`src/rtl/hypo_pkg.sv`:
```
// Shared types, constants and helper functions of the hypotrochoid point generator.
// Depends on nothing; every other file refers to it by scoped names.
package hypo_pkg;

	localparam int INT_FRAC = 30;

	localparam logic [63:0] PI_Q30      = 64'd3373259426;
	localparam logic [63:0] TWO_PI_Q30  = 64'd6746518852;
	localparam logic [63:0] HALF_PI_Q30 = 64'd1686629713;
	localparam logic [63:0] GAIN_Q30    = 64'd652032874;

	localparam logic [31:0] PEN_RESET    = 32'd65536;
	localparam logic [31:0] RADIUS_RESET = 32'd16384;

	// Register indexes of the configuration port.
	localparam logic CFG_PEN    = 1'b0;
	localparam logic CFG_RADIUS = 1'b1;

	typedef struct packed {
		logic               busy;
		logic               err;
		logic               sat;
		logic signed [31:0] omk;
		logic signed [31:0] lk;
		logic signed [31:0] ratio;
	} cfg_t;

	typedef struct packed {
		logic               sat;
		logic signed [31:0] val;
	} sat_t;

	function automatic sat_t sat32(input logic signed [63:0] v);
		sat_t r;
		if (v > 64'sd2147483647) begin
			r.sat = 1'b1;
			r.val = 32'sh7fff_ffff;
		end else if (v < -64'sd2147483648) begin
			r.sat = 1'b1;
			r.val = 32'sh8000_0000;
		end else begin
			r.sat = 1'b0;
			r.val = v[31:0];
		end
		return r;
	endfunction

	// Arctangent of 2^-i with 30 fraction bits.
	function automatic logic [31:0] atan_q30(input int unsigned idx);
		logic [31:0] r;
		case (idx)
			0: r = 32'd843314857;
			1: r = 32'd497837829;
			2: r = 32'd263043837;
			3: r = 32'd133525159;
			4: r = 32'd67021687;
			5: r = 32'd33543516;
			6: r = 32'd16775851;
			7: r = 32'd8388437;
			8: r = 32'd4194283;
			9: r = 32'd2097149;
			10: r = 32'd1048576;
			11: r = 32'd524288;
			12: r = 32'd262144;
			13: r = 32'd131072;
			14: r = 32'd65536;
			15: r = 32'd32768;
			16: r = 32'd16384;
			17: r = 32'd8192;
			18: r = 32'd4096;
			19: r = 32'd2048;
			20: r = 32'd1024;
			21: r = 32'd512;
			22: r = 32'd256;
			23: r = 32'd128;
			default: r = 32'd0;
		endcase
		return r;
	endfunction

endpackage

```
`src/rtl/hypo_cordic.sv`:
```
// Rotation-mode CORDIC, one micro-rotation per register stage, Q30 vectors.
// Carries the fold mark alongside. Uses hypo_pkg for the gain and arctangent table.
module hypo_cordic #(
	parameter int STAGES = 16
) (
	input  logic               clk,
	input  logic               en,
	input  logic signed [33:0] z_in,
	input  logic               neg_in,
	output logic signed [32:0] cos_out,
	output logic signed [32:0] sin_out,
	output logic               neg_out
);

	logic signed [32:0] x_s [1:STAGES];
	logic signed [32:0] y_s [1:STAGES];
	logic signed [33:0] z_s [1:STAGES];
	logic               neg_s [1:STAGES];

	for (genvar i = 0; i < STAGES; i++) begin : g_rot
		localparam logic signed [33:0] ANG = 34'(hypo_pkg::atan_q30(i));
		logic signed [32:0] xp;
		logic signed [32:0] yp;
		logic signed [33:0] zp;
		logic               np;
		if (i == 0) begin : g_first
			assign xp = 33'(hypo_pkg::GAIN_Q30);
			assign yp = '0;
			assign zp = z_in;
			assign np = neg_in;
		end else begin : g_next
			assign xp = x_s[i];
			assign yp = y_s[i];
			assign zp = z_s[i];
			assign np = neg_s[i];
		end
		always_ff @(posedge clk) begin
			if (en) begin
				if (!zp[33]) begin
					x_s[i+1] <= xp - (yp >>> i);
					y_s[i+1] <= yp + (xp >>> i);
					z_s[i+1] <= zp - ANG;
				end else begin
					x_s[i+1] <= xp + (yp >>> i);
					y_s[i+1] <= yp - (xp >>> i);
					z_s[i+1] <= zp + ANG;
				end
				neg_s[i+1] <= np;
			end
		end
	end

	assign cos_out = x_s[STAGES];
	assign sin_out = y_s[STAGES];
	assign neg_out = neg_s[STAGES];

endmodule
```
`config.mk`:
```
export PLATFORM = sky130hd
export DESIGN_NAME = hypo_cordic
export DESIGN_NICKNAME = d
export VERILOG_FILES = /design/src/rtl/hypo_pkg.sv /design/src/rtl/hypo_cordic.sv
export SDC_FILE = /design/constraint.sdc
export NUM_CORES = 2
export LEC_CHECK = 0
export ABC_CLOCK_PERIOD_IN_PS = 7560
export BUFFER_PORTS_ARGS = -buffer_cell sky130_fd_sc_hd__buf_4
export CELL_PAD_IN_SITES_DETAIL_PLACEMENT = 0
export CELL_PAD_IN_SITES_GLOBAL_PLACEMENT = 1
export CORE_ASPECT_RATIO = 0.9
export CORE_MARGIN = 10
export CORE_UTILIZATION = 26
export CTS_CLUSTER_SIZE = 16
export DETAILED_ROUTE_END_ITERATION = 7
export GPL_TIMING_DRIVEN = 0
export PLACE_DENSITY_LB_ADDON = 0.12
export REMOVE_ABC_BUFFERS = 1
export SYNTH_ARGS = -nofsm -noshare
export SYNTH_HDL_FRONTEND = slang
export SYNTH_SLANG_ARGS = --single-unit
```
`constraint.sdc`:
```
create_clock -name clk -period 7.56 [get_ports clk]
set_input_delay 1.134 -clock clk [delete_from_list [all_inputs] [get_ports clk]]
set_output_delay 1.134 -clock clk [all_outputs]
set_load 0.03 [all_outputs]
```
Word-level counts from Yosys, hierarchy flattened
Memory sizes are Yosys's and may differ from the RTL's.
Index checks and enable logic that the tools add are counted.
- magnitude comparators: 0
- shift operators: 0
- bitwise operators: 48
- multiplexer cells: 146
- div/mod/pow operators: 0
- add/sub/neg operators: 92
- reductions and logical operators: 0
- multiply operators: 0
- equal/unequal tests: 0
- operators by type and width (cell ; count):
    33-bit two-way mux ; 32
    34-bit two-way mux ; 16
    1-bit two-way mux ; 98
    34-bit by 22-bit adder with 34-bit output (second input constant) ; 2
    34-bit by 22-bit subtractor with 34-bit output (second input constant) ; 2
    33-bit by 18-bit adder with 33-bit output ; 2
    33-bit by 19-bit adder with 33-bit output ; 2
    33-bit by 20-bit adder with 33-bit output ; 2
    33-bit by 21-bit adder with 33-bit output ; 2
    33-bit by 22-bit adder with 33-bit output ; 2
    33-bit by 23-bit adder with 33-bit output ; 2
    33-bit by 24-bit adder with 33-bit output ; 2
    33-bit by 25-bit adder with 33-bit output ; 2
    33-bit by 26-bit adder with 33-bit output ; 2
    33-bit by 27-bit adder with 33-bit output ; 2
    33-bit by 28-bit adder with 33-bit output ; 2
    33-bit by 29-bit adder with 33-bit output ; 2
    33-bit by 30-bit adder with 33-bit output ; 2
    33-bit by 31-bit adder with 33-bit output ; 2
    33-bit by 32-bit adder with 33-bit output ; 2
    33-bit by 18-bit subtractor with 33-bit output ; 2
    33-bit by 19-bit subtractor with 33-bit output ; 2
    33-bit by 20-bit subtractor with 33-bit output ; 2
    33-bit by 21-bit subtractor with 33-bit output ; 2
    40 further kinds ; 98
- input port bits: 37
- ROM bits: 0
- register bits: 0
- memory bits (writable): 1616
- bits in latches: 0
- memories: 4
- memory list (memory ; depth ; width ; read ports ; clocked after memory_dff ; write ports ; line ; RTL):
    z_s ; 16 ; 34 ; 15 ; 0 ; 16 ; hypo_cordic.sv:17 ; logic signed [33:0] z_s [1:STAGES];
    x_s ; 16 ; 33 ; 16 ; 0 ; 16 ; hypo_cordic.sv:15 ; logic signed [32:0] x_s [1:STAGES];
    y_s ; 16 ; 33 ; 16 ; 0 ; 16 ; hypo_cordic.sv:16 ; logic signed [32:0] y_s [1:STAGES];
    neg_s ; 16 ; 1 ; 16 ; 0 ; 16 ; hypo_cordic.sv:18 ; logic neg_s [1:STAGES];

Longest topological paths before layout
An unclocked memory read counts as a cell.
- depth after elaboration: 5
- mapped depth: 22

Worst setup path after synthesis
No wires, ideal clock.
- path kind: input -> register
- start point: input en
- end point: register, netlist name y_s[0][162]
- arrival time: 5549 ps
- path slack: 1742 ps
- path buffers: 3
- required time: 7291 ps
- cell stages on the path: 18
- cell sequence: clkbuf_1 > clkbuf_1 > nand2_1 > inv_2 > buf_1 > mux2i_1 > fa_1 > a21o_1 > a21o_1 > a2111oi_0 > o31ai_1 > a21oi_1 > nand4b_1 > a31o_2 > a21o_1 > a21oi_1 > o31ai_1 > xor2_1
- RTL lines (item ; line ; RTL):
    start: declaration ; hypo_cordic.sv:7 ; input logic en,

==> flow_metrics.py <==
metrics = {
    "worst_setup_path": {
        "arrival_ns": 7.67,
        "crit_start": "en",
        "path_buf_inv": 4,
        "start_kind": "input port",
        "reg2reg_from": "y_s[0][172]",
        "rr_worst_depth": 19,
        "crit_type": "in2reg",
        "end_kind": "flop",
        "worst_path_max_delay_cell": "o31ai_1",
        "worstSetupEndpoint": "y_s[0][560]",
        "cp.depth": 20,
        "worstPathMaxFanout": 115,
        "required_ns": 8.22,
        "crit_chain": "buf_16, buf_16, buf_16, and2_2, buf_12, a21oi_1, a21oi_1, nand2_1, xnor2_1, ha_1, and4_1, nand2_1, o311a_1, o31ai_1, a21oi_1, o21ai_0, nor2_1, o31ai_1, o21ai_0, xnor2_1",
        "critPathMaxStageDelay_ns": 0.82,
        "cp_top_family": "compound AO/OA/AOI/OAI gates",
        "regToRegEndpoint": "x_s[0][230]",
        "r2r_slack_ns": 1.54,
    },
    "route": {
        "drtIter0Drc": 4885,
        "ant_nets": 0,
        "num_vias": 86470,
        "drc": 0,
        "routed_wl_um": 329800,
        "dr.pass1.iters": 5,
        "post_drt_wl_per_cell_um": 18.43,
        "vias_per_cell": 4.834,
    },
    "sta": {
        "skew_ns": 0.07604,
        "hold_ws_ns": 0.3979,
        "hold_viol_final": 0,
        "worstMarginPinSlew_ns": 1.265,
        "maxSlewHeadroom_pct": 13.51,
        "max_freq_mhz": 142.7,
        "finalSetupViolCount": 0,
        "final.min_clock_period_ns": 7.008,
        "finalCritPeriodShare_pct": 92.70,
        "slew_viol_final": 0,
        "rsz0062_at_grt": "false",
    },
    "synth": {
        "syn_area_um2": 114700,
        "synth-seq-area-share_pct": 36.11,
        "ys_seq_elements": 1379,
        "synth_warnings": 0,
        "syn_avg_cell_area_um2": 9.743,
        "synth_enable_flop_cells": 1379,
        "yosysTopAreaCellShare_pct": 36.11,
        "synth_top_area_cell": "edfxtp_1",
        "synth.area.top_cells": "edfxtp_1 (36%), ha_1 (14%), xnor2_1 (9.1%)",
        "yosysMostFrequentCell": "edfxtp_1",
        "yosysUniqueCellTypes": 83,
        "synthArstFlopShare_pct": 0,
        "synth_top_flop_cell": "edfxtp_1",
        "synthTopCellsByCount": "edfxtp_1 (1379), ha_1 (1329), a21oi_1 (1219), xnor2_1 (1194), nor2_1 (854)",
        "synthCells": 11770,
    },
    "global_route": {
        "grt_pass1_vias": 86530,
        "grt_usage_pct": 13.59,
        "grt_pass1_wl_um": 516700,
        "grt_max_degree": 167,
        "grt-ovfl-total": 0,
        "antenna_found_initial": 4,
    },
    "cts": {
        "htreeDepth": 4,
        "clockBufferDepth": 4,
        "holdBufCountCts": 0,
        "cts_buffers": 186,
        "clk_pin_slew_worst_paths_ns": 0.06,
        "ctsRootBufferMaster": "clkbuf_16",
        "clock-sinks": 1379,
        "clock_latency_ns": 0.92,
        "tritoncts": "built",
    },
    "die": {
        "io_pins": 104,
        "die_w_um": 720.1,
        "start_util_pct": 26.09,
        "dieHeight_um": 650.1,
        "fp.coreArea_um2": 439600,
        "die-area_um2": 468100,
        "fp-row-count": 231,
    },
    "job": {
        "drv_cap": 0,
    },
    "place": {
        "gp_congestion": 0.8149,
        "portBuffers": 103,
        "dp_hpwl_um": 262200,
    },
    "final_layout": {
        "finalCoreUtilization_pct": 29.36,
        "fillCellCount": 45610,
        "areaGrowthSynthToFinish_pct": 12.55,
        "drive_above_1_share_pct": 4.776,
        "layout.nets": 13320,
    },
    "status": {
        "outcome": "finished, final reports clean",
    },
    "hold_path": {
        "hold_path_class": "reg2reg",
    },
}
-- logic make-up after synthesis --
group	Yosys count	share of synthesized area, %
xor gates and xnor gates	1775	13.57
buffers and inverters	721	2.362
and+or+nand+nor	2825	11.80
DFF	1379	36.11
muxes	91	0.8313
AOI/OAI and AO/OA	3607	20.04
adders and majority gates	1374	15.28
-- cells in the final DEF, fill, tap and decap left out, drive strengths merged, types with 24 or more instances in the layout --
| cell type | synthesis | routed |
|---|---|---|
| edfxtp | 1379 | 1379 |
| ha | 1329 | 1329 |
| a21oi | 1219 | 1219 |
| xnor2 | 1195 | 1195 |
| nor2 | 855 | 855 |
| nand2 | 674 | 674 |
| a21o | 628 | 628 |
| o21ai | 591 | 591 |
| xor2 | 579 | 579 |
| inv | 532 | 539 |
| nor3 | 248 | 248 |
| clkbuf | 149 | 223 |
| o21bai | 189 | 189 |
| nand3 | 189 | 189 |
| o21a | 164 | 164 |
| o31ai | 159 | 159 |
| nand2b | 151 | 151 |
| nor2b | 149 | 149 |
| buf | 37 | 133 |
| a31oi | 112 | 112 |
| a211oi | 99 | 99 |
| nor4 | 98 | 98 |
| nand4 | 80 | 80 |
| and3 | 80 | 80 |
| clkinv | 3 | 69 |
| or3 | 67 | 67 |
| and2 | 63 | 64 |
| o41ai | 61 | 61 |
| mux2i | 57 | 57 |
| fa | 45 | 45 |
| or2 | 43 | 43 |
| o211ai | 37 | 37 |
| or4 | 37 | 37 |
| a2111oi | 35 | 35 |
| mux2 | 34 | 34 |
| nor3b | 32 | 32 |
| a31o | 32 | 32 |
| a21boi | 32 | 32 |
| o31a | 24 | 24 |
| a211o | 24 | 24 |
-- sequential cells by signal, summed over array words and instances, names as in the netlist --
name	flops
y_s	496
x_s	470
z_s	397
neg_s	16
-- stage by stage --
stage          setup WS [ns]  area [um2]  TNS [ns]  cells
2_1_floorplan          1.409      114000         0  11590
3_3_place_gp          -23.08      122100         -  17510
3_5_place_dp          -2.537      122800   -307.98  17540
4_1_cts             0.001320      129000         0  17880
5_1_grt              0.03058      129100         0  17890
6_report              0.5516      129100         0  17890
-- how the worst min path moves through the flow --
stage | from | slack (ns) | cells after the start | to
after CTS | neg_in | 0.31 | 1 | neg_s[0][1]
final | neg_s[0][7] | 0.40 | 0 | neg_s[0][8]
after global placement | neg_s[0][7] | 0.40 | 0 | neg_s[0][8]
after detailed placement | neg_s[0][9] | 0.40 | 0 | neg_s[0][10]
after global routing | neg_in | 0.35 | 1 | neg_s[0][1]
after floorplan | neg_s[0][9] | 0.40 | 0 | neg_s[0][10]
-- layer usage --
metal,wire length [um],vias to the layer above,global-route usage [%]
met2,153000,1052,22.98
met5,0,-,0
li1,-,44100,-
met4,6762,0,2.877
met3,9024,316,1.411
met1,161000,41000,18.69
-- timing repair --
action / CTS / global route
setup endpoints to repair: 110 / 44
gates cloned: 6 / 0
gates resized for setup: 9 / 20
buffers inserted: 0 / 1
pin swaps: 1 / 0
-- cell type report --
type / instances / area, um2 / share of cell area [%]
clock inverters: 112 / 1227 / 0.9509
diodes: 4 / 10.01 / 0.007754
repair inverters: 2 / 10.01 / 0.007754
well taps: 5825 / 7288 / 5.646
repair buffers: 136 / 1564 / 1.212
flip-flops and latches: 1379 / 41410 / 32.08
multi-input cells: 9673 / 70680 / 54.75
clock buffers: 223 / 4857 / 3.763
inverters: 535 / 2041 / 1.581
-- worst register-to-register path, stage by stage, from the launching register on --
cell and delay (ns):
edfxtp_1 0.49, nor3_1 0.38, nand2_1 0.16, nor3_1 0.34, nand2_1 0.25, or4_1 0.52, nor4_1 0.75, nor2_1 0.12
xnor2_1 0.34, ha_1 0.33, a21o_1 0.17, a21o_1 0.17, a21oi_1 0.21, nand3b_1 0.10, o221ai_1 0.21, o22ai_1 0.18
o41ai_2 0.45, o21ai_0 0.18, a21oi_1 0.19, xnor3_1 0.23
Power is left out: the tool's default activity adds up to more than one toggle a clock period on the data nets, which glitch-free logic cannot reach.
