**src/rtl/hypo_pkg.sv**
```systemverilog
// Shared types, constants and helper functions of the hypotrochoid point generator.
// Depends on nothing; every other file refers to it by scoped names.
package hypo_pkg;

	localparam int INT_FRAC = 30;

	localparam logic [63:0] PI_Q30      = 64'd3373259426;
	localparam logic [63:0] TWO_PI_Q30  = 64'd6746518852;
	localparam logic [63:0] HALF_PI_Q30 = 64'd1686629713;
	localparam logic [63:0] GAIN_Q30    = 64'd652032874;

	localparam logic [31:0] PEN_RESET    = 32'd65536;
	localparam logic [31:0] RADIUS_RESET = 32'd16384;

	// Register indexes of the configuration port.
	localparam logic CFG_PEN    = 1'b0;
	localparam logic CFG_RADIUS = 1'b1;

	typedef struct packed {
		logic               busy;
		logic               err;
		logic               sat;
		logic signed [31:0] omk;
		logic signed [31:0] lk;
		logic signed [31:0] ratio;
	} cfg_t;

	typedef struct packed {
		logic               sat;
		logic signed [31:0] val;
	} sat_t;

	function automatic sat_t sat32(input logic signed [63:0] v);
		sat_t r;
		if (v > 64'sd2147483647) begin
			r.sat = 1'b1;
			r.val = 32'sh7fff_ffff;
		end else if (v < -64'sd2147483648) begin
			r.sat = 1'b1;
			r.val = 32'sh8000_0000;
		end else begin
			r.sat = 1'b0;
			r.val = v[31:0];
		end
		return r;
	endfunction

	// Arctangent of 2^-i with 30 fraction bits.
	function automatic logic [31:0] atan_q30(input int unsigned idx);
		logic [31:0] r;
		case (idx)
			0: r = 32'd843314857;
			1: r = 32'd497837829;
			2: r = 32'd263043837;
			3: r = 32'd133525159;
			4: r = 32'd67021687;
			5: r = 32'd33543516;
			6: r = 32'd16775851;
			7: r = 32'd8388437;
			8: r = 32'd4194283;
			9: r = 32'd2097149;
			10: r = 32'd1048576;
			11: r = 32'd524288;
			12: r = 32'd262144;
			13: r = 32'd131072;
			14: r = 32'd65536;
			15: r = 32'd32768;
			16: r = 32'd16384;
			17: r = 32'd8192;
			18: r = 32'd4096;
			19: r = 32'd2048;
			20: r = 32'd1024;
			21: r = 32'd512;
			22: r = 32'd256;
			23: r = 32'd128;
			default: r = 32'd0;
		endcase
		return r;
	endfunction

endpackage

```
**src/rtl/hypo_reduce.sv**
```systemverilog
// Angle reduction: t * 2^(30-FRAC_BITS) modulo 2pi into [-pi, pi), then folded into
// [-pi/2, pi/2] with a negate mark. One compare-subtract per stage. Uses hypo_pkg.
module hypo_reduce #(
	parameter int FRAC_BITS = 16
) (
	input  logic               clk,
	input  logic               en,
	input  logic signed [31:0] ang,
	output logic signed [33:0] z,
	output logic               neg
);

	localparam int QB = 30 - FRAC_BITS;
	localparam int W  = 63 - FRAC_BITS;
	localparam logic [W-1:0] C   = W'(hypo_pkg::TWO_PI_Q30);
	localparam logic [W-1:0] PIW = W'(hypo_pkg::PI_Q30);
	// A multiple of 2pi larger than any angle keeps the dividend positive.
	localparam logic [W-1:0] OFS = (C << (29 - FRAC_BITS)) + PIW;
	localparam logic signed [33:0] PI34   = 34'(hypo_pkg::PI_Q30);
	localparam logic signed [33:0] HALF34 = 34'(hypo_pkg::HALF_PI_Q30);

	logic [W-1:0]       rem_s [0:QB];
	logic signed [33:0] fold_z_s;
	logic               fold_neg_s;
	logic [W-1:0]       shifted;
	logic signed [33:0] r;

	assign shifted = W'({{(W-32){ang[31]}}, ang}) << QB;

	always_ff @(posedge clk) begin
		if (en) begin
			rem_s[0] <= shifted + OFS;
		end
	end

	for (genvar j = 1; j <= QB; j++) begin : g_step
		localparam logic [W-1:0] D = C << (QB - j);
		always_ff @(posedge clk) begin
			if (en) begin
				rem_s[j] <= (rem_s[j-1] >= D) ? rem_s[j-1] - D : rem_s[j-1];
			end
		end
	end

	assign r = $signed(34'(rem_s[QB])) - PI34;

	always_ff @(posedge clk) begin
		if (en) begin
			if (r > HALF34) begin
				fold_z_s   <= r - PI34;
				fold_neg_s <= 1'b1;
			end else if (r < -HALF34) begin
				fold_z_s   <= r + PI34;
				fold_neg_s <= 1'b1;
			end else begin
				fold_z_s   <= r;
				fold_neg_s <= 1'b0;
			end
		end
	end

	assign z   = fold_z_s;
	assign neg = fold_neg_s;

endmodule

```
**config.mk**
```make
export PLATFORM = sky130hd
export DESIGN_NAME = hypo_reduce
export DESIGN_NICKNAME = d
export VERILOG_FILES = /design/src/rtl/hypo_pkg.sv /design/src/rtl/hypo_reduce.sv
export SDC_FILE = /design/constraint.sdc
export NUM_CORES = 1
export LEC_CHECK = 0
export BUFFER_PORTS_ARGS = -buffer_cell sky130_fd_sc_hd__buf_2
export CAP_MARGIN = 20
export CORE_MARGIN = 8
export CORE_UTILIZATION = 30
export DETAILED_ROUTE_END_ITERATION = 10
export GPL_ROUTABILITY_DRIVEN = 0
export PLACE_DENSITY = 0.41
export SYNTH_ARGS = -nofsm -noshare
export SYNTH_HDL_FRONTEND = slang
export SYNTH_SLANG_ARGS = --single-unit
```
**constraint.sdc**
```tcl
create_clock -name clk -period 5 [get_ports clk]
set_input_delay 0.75 -clock clk [delete_from_list [all_inputs] [get_ports clk]]
set_output_delay 0.75 -clock clk [all_outputs]
set_load 0.02 [all_outputs]
```
* Word-level counts from Yosys, hierarchy flattened
Memory sizes are Yosys's and may differ from the RTL's.
Cells that the tools add are included.
** Operators by class
- $add $sub $neg :: 18
- Order comparisons :: 16
- Mux-type cells :: 19
** Operator list (count)
- 47-bit 2-to-1 mux :: 14
- 34-bit 2-to-1 mux :: 2
- 34-bit by 33-bit subtractor with 34-bit output (second input constant) :: 2
- 47-bit by 46-bit adder with 47-bit output (second input constant) :: 1
- 47-bit by 33-bit >= comparator with 1-bit output (second input constant) :: 1
- 47-bit by 34-bit >= comparator with 1-bit output (second input constant) :: 1
- 47-bit by 35-bit >= comparator with 1-bit output (second input constant) :: 1
- 47-bit by 36-bit >= comparator with 1-bit output (second input constant) :: 1
- 47-bit by 37-bit >= comparator with 1-bit output (second input constant) :: 1
- 47-bit by 38-bit >= comparator with 1-bit output (second input constant) :: 1
- 47-bit by 39-bit >= comparator with 1-bit output (second input constant) :: 1
- 47-bit by 40-bit >= comparator with 1-bit output (second input constant) :: 1
- 47-bit by 41-bit >= comparator with 1-bit output (second input constant) :: 1
- 47-bit by 42-bit >= comparator with 1-bit output (second input constant) :: 1
- 47-bit by 43-bit >= comparator with 1-bit output (second input constant) :: 1
- 47-bit by 44-bit >= comparator with 1-bit output (second input constant) :: 1
- 47-bit by 45-bit >= comparator with 1-bit output (second input constant) :: 1
- 47-bit by 46-bit >= comparator with 1-bit output (second input constant) :: 1
- 47-bit by 33-bit subtractor with 47-bit output (second input constant) :: 1
- 47-bit by 34-bit subtractor with 47-bit output (second input constant) :: 1
- 47-bit by 35-bit subtractor with 47-bit output (second input constant) :: 1
- 47-bit by 36-bit subtractor with 47-bit output (second input constant) :: 1
- 47-bit by 37-bit subtractor with 47-bit output (second input constant) :: 1
- 47-bit by 38-bit subtractor with 47-bit output (second input constant) :: 1
- other kinds (12) :: 14
** Word-level totals
- Register bits after elaboration :: 35
- Memory bits (writable) :: 705
- Input bits :: 34
- Output and inout bits :: 35
- Word-level logic and storage cells :: 56
- Memories kept :: 1
** Memory list
- rem_s :: depth 15, width 47, rd ports 15, clocked after Yosys merged registers in 0, write ports 15, line hypo_reduce.sv:22 : logic [W-1:0] rem_s [0:QB];

* Logic depth before layout (Yosys ltp)
Gate-level depths: netlist (run 1).
An unclocked memory read counts as a cell.
- Depth after elaboration :: 5
- Gate-level depth with buffers :: 16
- Gate-level depth less buffers :: 13

* Worst setup path after synthesis (run 1)
OpenSTA, ideal clock, no wires.
- Path type :: reg-to-reg
- Start point :: mem rem_s[14][5] in the netlist's numbering
- End point :: reg fold_z_s[24], in the netlist z[24] (data pin)
- Library setup time :: 271 ps
- Arrival time :: 3398 ps
- Required time :: 4729 ps
- Setup slack :: 1331 ps
- Cell stages (with the launch flop) :: 15
- Path buffers :: 2
- Clock period less this slack :: 3669 ps
- Cell sequence :: edfxtp_1 clkbuf_1 inv_1 ha_1 buf_4 nand2b_4 a21o_1 a21oi_1 xor2_1 or3_1 a311oi_2 o22ai_4 and2_4 a221o_1 xnor2_1
** RTL lines
- from (decl) :: line hypo_reduce.sv:22
- to (signal assigned) :: line hypo_reduce.sv:50 : fold_z_s <= r - PI34;
- to (signal assigned) :: line hypo_reduce.sv:53 : fold_z_s <= r + PI34;
- to (signal assigned) :: line hypo_reduce.sv:56 : fold_z_s <= r;
- to (decl) :: line hypo_reduce.sv:23 : logic signed [33:0] fold_z_s;

==> results of run 1 <==
## kinds of logic (layout without fill, tap and decap cells)
kind of cell,after synthesis,after routing
adders and majority gates,20,20
muxes,13,13
other,1,1
and+or+nand+nor,1001,1001
AOI/OAI and AO/OA,512,512
buffers and inverters,152,301
DFF,593,593
xor gates and xnor gates,538,538
## worst max path at each step
| stage | slack [ps] | to |
|---|---|---|
| 2_1_floorplan | 1330 | z[24] |
| 3_3_place_gp | 680 | z[9] |
| 3_5_place_dp | 560 | z[9] |
| 4_1_cts | 540 | z[9] |
| 6_report | 530 | z[9] |
| 5_1_grt | 230 | z[9] |
## area by class of cell
cell class | count | area [sq um]
Multi-Input combinational cell | 2085 | 13700
Fill cell | 10500 | 70400
Timing Repair Buffer | 84 | 536
Clock inverter | 35 | 368
Sequential cell | 593 | 17800
Clock buffer | 89 | 1890
Inverter | 93 | 349
Tap cell | 1403 | 1760
## per-layer routing
layer  global-route usage, %  up-vias  part of all wire (%)
met4                    3.42        2                   2.4
li1                        -    10600                     -
met5                       0        -                 0.015
met2                    20.8      296                    50
met1                    13.8    10100                    44
met3                    2.23      111                   3.3
## synthesized netlist by cell type, types with 11 or more instances
library cell	number	area share [%]
edfxtp_1	593	55
xnor2_1	287	7.8
nand2_1	280	3.3
xor2_1	245	6.7
nor2_1	243	2.8
nor3_1	116	1.8
a21oi_1	110	1.7
o21ai_0	101	1.6
inv_1	88	1.0
nand3_1	75	1.2
nor4_1	47	0.91
a21o_1	41	0.96
and3_1	41	0.80
clkbuf_1	33	0.39
or3_1	33	0.64
o31ai_1	29	0.68
nor2b_1	25	0.49
a31oi_1	24	0.47
nand4_1	23	0.45
o21a_1	21	0.49
ha_1	20	0.78
nand2b_1	20	0.39
a21boi_0	19	0.44
or2_2	19	0.37
and2_1	15	0.29
a211oi_1	14	0.33
nand3b_1	14	0.33
o21bai_1	13	0.30
or4_1	13	0.30
o21ai_1	12	0.19
o31a_1	11	0.30
## worst max-delay path: stages, from the launching register on
cell and delay (ps):
edfxtp_1 570, inv_1 180, ha_1 360, nand2b_4 240
a21o_1 310, nand2_1 180, a221o_4 490, xor2_4 310
o2111ai_1 260, o22ai_4 540, a21oi_4 190, a311o_1 370
a22o_1 200
## report_power, final
part           switching (uW)  internal, uW  total [uW]
registers                1190          7420        8610
logic                    3160          2390        5550
clock network            2070          2990        5070
total                    6430         12800       19200
## state kept, by name (all words and copies together), names as in the netlist
signal  count
z          33
rem_s     560
## per-stage QoR
stage	area, sq um	power, uW	setup WS, ps	util [%]	hold slack, ps
finish	36400	19200	529	34.1	416
global route	36400	20400	228	34.1	409
detailed placement	34100	14300	561	32.0	405
CTS	36400	19500	542	34.1	378
floorplan	32200	12700	1330	-	400
global placement	34100	14300	681	32.0	400
==> flow_summary_export.csv, run 1 <==
group,metric,value,unit
outcome,status,"completed",
sta,fmax,224,MHz
route,wl,68700,microns
yosys,synth_cells,2830,
cts,path_clk_slew,60,ps
power_and_ir_drop,powerDensity,528,nW/um^2
final_layout,nets,2983,
final_layout,diodes,0,
setup_path,rrSetupSlack,530,ps
global_route,gr-total-overflow,0,
yosys,syn-num-nets,2884,
floorplanning,core_area,107000,sq um
global_route,grt_pass1_wl,112000,microns
yosys,ys.flop_type,"edfxtp_1",
setup_path,end_kind,"flop",
cts,numClockSinks,593,
final_layout,syn2layout_area_growth,13.2,%
worst_hold_path,hold_end,"rem_s[11][8]",
global_route,grt_pass1_vias,21500,
sta,setup-violations-final,0,
job,maxCapViolations,0,
cts,clkLatencyLatePin,630,ps
yosys,synth_top_family_by_area,"simple AND/OR/NAND/NOR gates",
sta,finClkSkew,36.2,ps
final_layout,fin_cells,4382,
sta,post-route-min-period,4470,ps
place,hpwl,50700,microns
cts,postCtsSetupRepairBufs,0,
setup_path,worstReg2RegEnd,"z[9]",
route,wl_per_cell,15.7,microns
floorplanning,dieArea,118000,sq um
floorplanning,io-pin-count,69,
global_route,grt_max_degree,136,
worst_hold_path,whs_path_depth,0,
worst_hold_path,hold_path_class,"flop to flop",
route,viasPerCell,4.82,
setup_path,r2r-start,"rem_s[14][5]",
yosys,synth-edff-count,593,
sta,fin_tns_setup,0,ps
cts,cts_hold_buffers,0,
sta,rsz0062_at_grt,"false",
final_layout,drive_gt1_share,9.47,%
yosys,syn_avg_cell_area,11.4,sq um
yosys,muxShareOfSynthArea,0.444,%
floorplanning,rows,120,
yosys,synth_xor_area_share,14.9,%
yosys,synth_area,32200,sq um
sta,tightest_slew,819,ps
cts,cts_tree,"built",
cts,clockBufferDepth,3,
yosys,async_flop_share,0,%
route,num_vias,21100,
global_route,grt_antenna_before_repair,1,
cts,cts_inserted_buffers,72,
place,placed_cells,4258,
final_layout,layout_commonest_cell,"edfxtp_1",
setup_path,r2r_cells,12,
place,place.port_buffers,67,
yosys,yosysSeqAreaShare,55.4,%
yosys,ys_seq_elements,593,
setup_path,crit_type,"flop to flop",
cts,htreeDepth,3,
cts,ctsResizeCount,0,
setup_path,startpoint,"rem_s[14][5]",
sta,finalHoldViolCount,0,
setup_path,crit_fanout,17,
worst_hold_path,min_from,"rem_s[10][8]",
sta,slew_viol_final,0,
power_and_ir_drop,leakage,0.0129,uW
route,firstDrtPassIters,5,
route,initialDrtViolationCount,996,
final_layout,mostFrequentLayoutCells,"593 x edfxtp_1, 287 x xnor2_1, 280 x nand2_1, 245 x xor2_1, 243 x nor2_1",
yosys,yosysWarnings,0,
setup_path,critPathRequiredTime,5370,ps
yosys,ys_types,108,
cts,clock-root-buffer,"clkbuf_16",
floorplanning,chipHeight,343,microns
setup_path,critPathLaunchType,"flop",
power_and_ir_drop,vdd_drop_max,0.225,mV
global_route,track_usage,11.5,%
sta,max_slew_margin,45.4,%
yosys,synthAdderAreaFrac,0.778,%
setup_path,crit_arrival,4840,ps
route,drc,0,
floorplanning,start_util,30.1,%
floorplanning,fp.dieW,343,microns
yosys,synthSimpleGateAreaFrac,15.2,%
yosys,synth_compound_area_share,11.2,%
sta,finalCritPeriodShare,89.4,%
route,ant_nets,0,
No activity file was read; power rests on OpenSTA's default activity.
==> run 2, diff against run 1 <==
--- a/config.mk
+++ b/config.mk
@@ -5,10 +5,13 @@
 export SDC_FILE = /design/constraint.sdc
 export NUM_CORES = 1
 export LEC_CHECK = 0
+export ABC_AREA = 1
 export BUFFER_PORTS_ARGS = -buffer_cell sky130_fd_sc_hd__buf_2
 export CAP_MARGIN = 20
+export CORE_ASPECT_RATIO = 1.2
 export CORE_MARGIN = 8
 export CORE_UTILIZATION = 30
+export CTS_BUF_LIST = sky130_fd_sc_hd__clkbuf_16
 export DETAILED_ROUTE_END_ITERATION = 10
 export GPL_ROUTABILITY_DRIVEN = 0
 export PLACE_DENSITY = 0.41
==> run 2 against run 1 <==
Against the previous run: first-iteration DRC count grew 60%; critical endpoint is now z[30]; synthesized cell count grew 63%; worst hold slack lost 48 ps; global-route usage grew 3.1 points; synthesized area grew 17%; worst setup slack gained 840 ps; via count grew 42%; cell count grew 47%; flip-flop and latch count is the same; largest power group unchanged.
==> flow_summary_export.csv, run 2 <==
group,metric,value,unit
sta,setup_ws,1370,ps
floorplanning,chipHeight,405,microns
floorplanning,fp.dieW,340,microns
yosys,yosys-top-cells-area,"edfxtp_1 47%, nand2_1 11%, xor2_1 8.2%, inv_1 6.3%, nor2_1 5.5%",
global_route,grt_pass1_vias,30400,
yosys,synth_xor_area_share,11.4,%
floorplanning,core_area,125000,sq um
yosys,ys_seq_elements,593,
cts,ctsResizeCount,0,
route,viasPerCell,4.64,
setup_path,crit_type,"flop to flop",
sta,finalCritPeriodShare,72.6,%
yosys,async_flop_share,0,%
sta,fin_tns_setup,0,ps
power_and_ir_drop,p_int,13200,uW
final_layout,layout_commonest_cell,"nand2_1",
yosys,yosys-top-cells-count,"1138 x nand2_1, 630 x inv_1, 593 x edfxtp_1",
yosys,synth-edff-count,593,
power_and_ir_drop,clockPowerShare,26.2,%
yosys,synth_area,37800,sq um
sta,max_slew_margin,34.9,%
yosys,synth_top_area_share,47.2,%
global_route,track_usage,14.6,%
final_layout,nets,4785,
yosys,ys_types,65,
yosys,synthSimpleGateAreaFrac,26.9,%
cts,cts_tree,"built",
final_layout,fill_cells,13000,
yosys,synthAdderAreaFrac,0.663,%
sta,setup-violations-final,0,
global_route,grt_antenna_before_repair,1,
cts,numClockSinks,593,
yosys,yosysTopAreaCell,"edfxtp_1",
final_layout,mostFrequentLayoutCells,"1138 x nand2_1, 640 x inv_1, 593 x edfxtp_1, 555 x nor2_1, 355 x xor2_1",
route,wl_per_cell,15.9,microns
route,ant_nets,0,
sta,tightest_slew,972,ps
global_route,gr-total-overflow,0,
yosys,syn-num-nets,4671,
yosys,muxShareOfSynthArea,0,%
cts,htreeDepth,3,
place,dpl_worst_slack,1360,ps
sta,slew_viol_final,0,
yosys,ys.flop_type,"edfxtp_1",
final_layout,largest_register,"rem_s",
setup_path,crit_fanout,18,
final_layout,largest_reg_flops,560,
cts,postCtsSetupRepairBufs,0,
setup_path,slowest_delay,470,ps
floorplanning,io-pin-count,69,
power_and_ir_drop,p_sw_share,38.4,%
yosys,syn_avg_cell_area,8.18,sq um
yosys,yosysWarnings,0,
power_and_ir_drop,leakage,0.0183,uW
yosys,synth_top_family_by_area,"simple AND/OR/NAND/NOR gates",
cts,cts_hold_buffers,0,
global_route,grt_max_degree,101,
power_and_ir_drop,vdd_drop_max,0.245,mV
place,placed_cells,6310,
power_and_ir_drop,powerDensity,501,nW/um^2
yosys,synth_cells,4617,
cts,clkLatencyLatePin,660,ps
final_layout,syn2layout_area_growth,13.0,%
power_and_ir_drop,p_comb_share,33.9,%
route,wl,102000,microns
cts,cts_inserted_buffers,75,
floorplanning,dieArea,138000,sq um
sta,fmax,276,MHz
final_layout,fin_cells,6444,
setup_path,critPathRequiredTime,5420,ps
job,maxCapViolations,0,
final_layout,diodes,0,
place,hpwl,80200,microns
floorplanning,start_util,30.2,%
power_and_ir_drop,p_switching,8210,uW
route,initialDrtViolationCount,1591,
route,drc,0,
sta,rsz0062_at_grt,"false",
route,firstDrtPassIters,5,
setup_path,path_common_cell,"nand2_1",
setup_path,crit_path_top_delay_cell,"edfxtp_1",
worst_hold_path,hold_path_class,"primary input to flop",
global_route,grt_pass1_wl,164000,microns
power_and_ir_drop,power_frac_seq,39.9,%
final_layout,drive_gt1_share,6.47,%
yosys,synth_compound_area_share,6.77,%
sta,finalHoldViolCount,0,
yosys,synth_most_common_cell,"nand2_1",
sta,post-route-min-period,3630,ps
route,num_vias,29900,
cts,clockBufferDepth,3,
yosys,yosysSeqAreaShare,47.2,%
floorplanning,rows,142,
setup_path,critPathLaunchType,"flop",
sta,finClkSkew,23.2,ps
setup_path,crit_chain,"inv_1 -> ha_1 -> inv_1 -> nand2_1 -> nand2_1 -> nand2_1 -> nand2_1 -> nand3_1 -> nand2_1 -> nand2_1 -> nand2_1 -> a21oi_1 -> a21oi_1 -> nand3_2 -> nand2_2 -> buf_4 -> nand3_2 -> nand2_1 -> nor2_2",
cts,path_clk_slew,60,ps
setup_path,end_kind,"flop",
outcome,status,"completed",
cts,clock-root-buffer,"clkbuf_16",
place,place.port_buffers,67,
setup_path,crit_arrival,4040,ps
==> run 2: cell types whose count changed after synthesis, sizes merged, moves of 108 or more <==
cell   before   now
nand3      75   332
xor2      248   356
nand2     280  1169
xnor2     290   135
inv        91   640
nor2      245   573
==> run 2: kinds of logic (layout without fill, tap and decap cells) <==
family                   count (synthesis)  count (layout)
AO/OA/AOI/OAI                          457             457
XOR/XNOR                               491             491
adder cells (fa/ha/maj)                 20              20
buffers and inverters                  697             868
flip-flops                             593             593
other                                    1               1
AND/OR/NAND/NOR                       2358            2358
==> run 2: path summary, 6_finish.rpt <==
check | start | to | slack (ps) | depth (start not counted)
setup / recovery | rem_s[14][5] | z[30] | 1370 | 19
hold / removal | ang[0] | rem_s[0][14] | 370 | 2
setup reg to reg | rem_s[14][5] | z[30] | 1370 | 19
hold reg to reg | rem_s[10][6] | rem_s[11][6] | 410 | 0
==> run 2: layout make-up <==
type,instances,area (sq um),share of cell area [%]
repair buffers,91,601,1.41
clock inverters,59,636,1.49
multi-input cells,3327,17300,40.4
inverters,643,2420,5.67
well taps,1656,2070,4.86
flip-flops and latches,593,17800,41.7
clock buffers,75,1880,4.40
==> run 2: per-stage QoR <==
stage / cell area [sq um] / util (%) / hold WS, ps / power (uW)
floorplan: 37800 / - / 400 / 13600
global route: 42700 / 34.2 / 351 / 22900
global placement: 40200 / 32.1 / 403 / 16000
CTS: 42700 / 34.2 / 292 / 21800
finish: 42700 / 34.2 / 369 / 21400
detailed placement: 40200 / 32.1 / 405 / 16000
==> run 2: power groups by stage <==
stage	logic, uW	clock network, uW	registers (uW)
2_1_floorplan	5240	0	8360
3_3_place_gp	7340	0	8670
3_5_place_dp	7320	0	8660
4_1_cts	7360	5830	8570
5_1_grt	8230	5970	8730
6_report	7240	5590	8540
==> run 2: layer usage <==
| metal | GRT usage, % | vias up | wire (microns) |
|---|---|---|---|
| met5 | 0 | - | 0 |
| li1 | - | 15400 | - |
| met3 | 1.81 | 191 | 2980 |
| met4 | 5.95 | 0 | 3730 |
| met1 | 16.4 | 13800 | 41900 |
| met2 | 27.8 | 444 | 53600 |
==> run 2: worst max-delay path: cells and delay by family, from the launching register on <==
kind	cells	cell delay (ps)
buffers and inverters	3	580
AND/OR/NAND/NOR	13	1800
AO/OA/AOI/OAI	2	280
adder cells (fa/ha/maj)	1	230
flip-flops	1	470
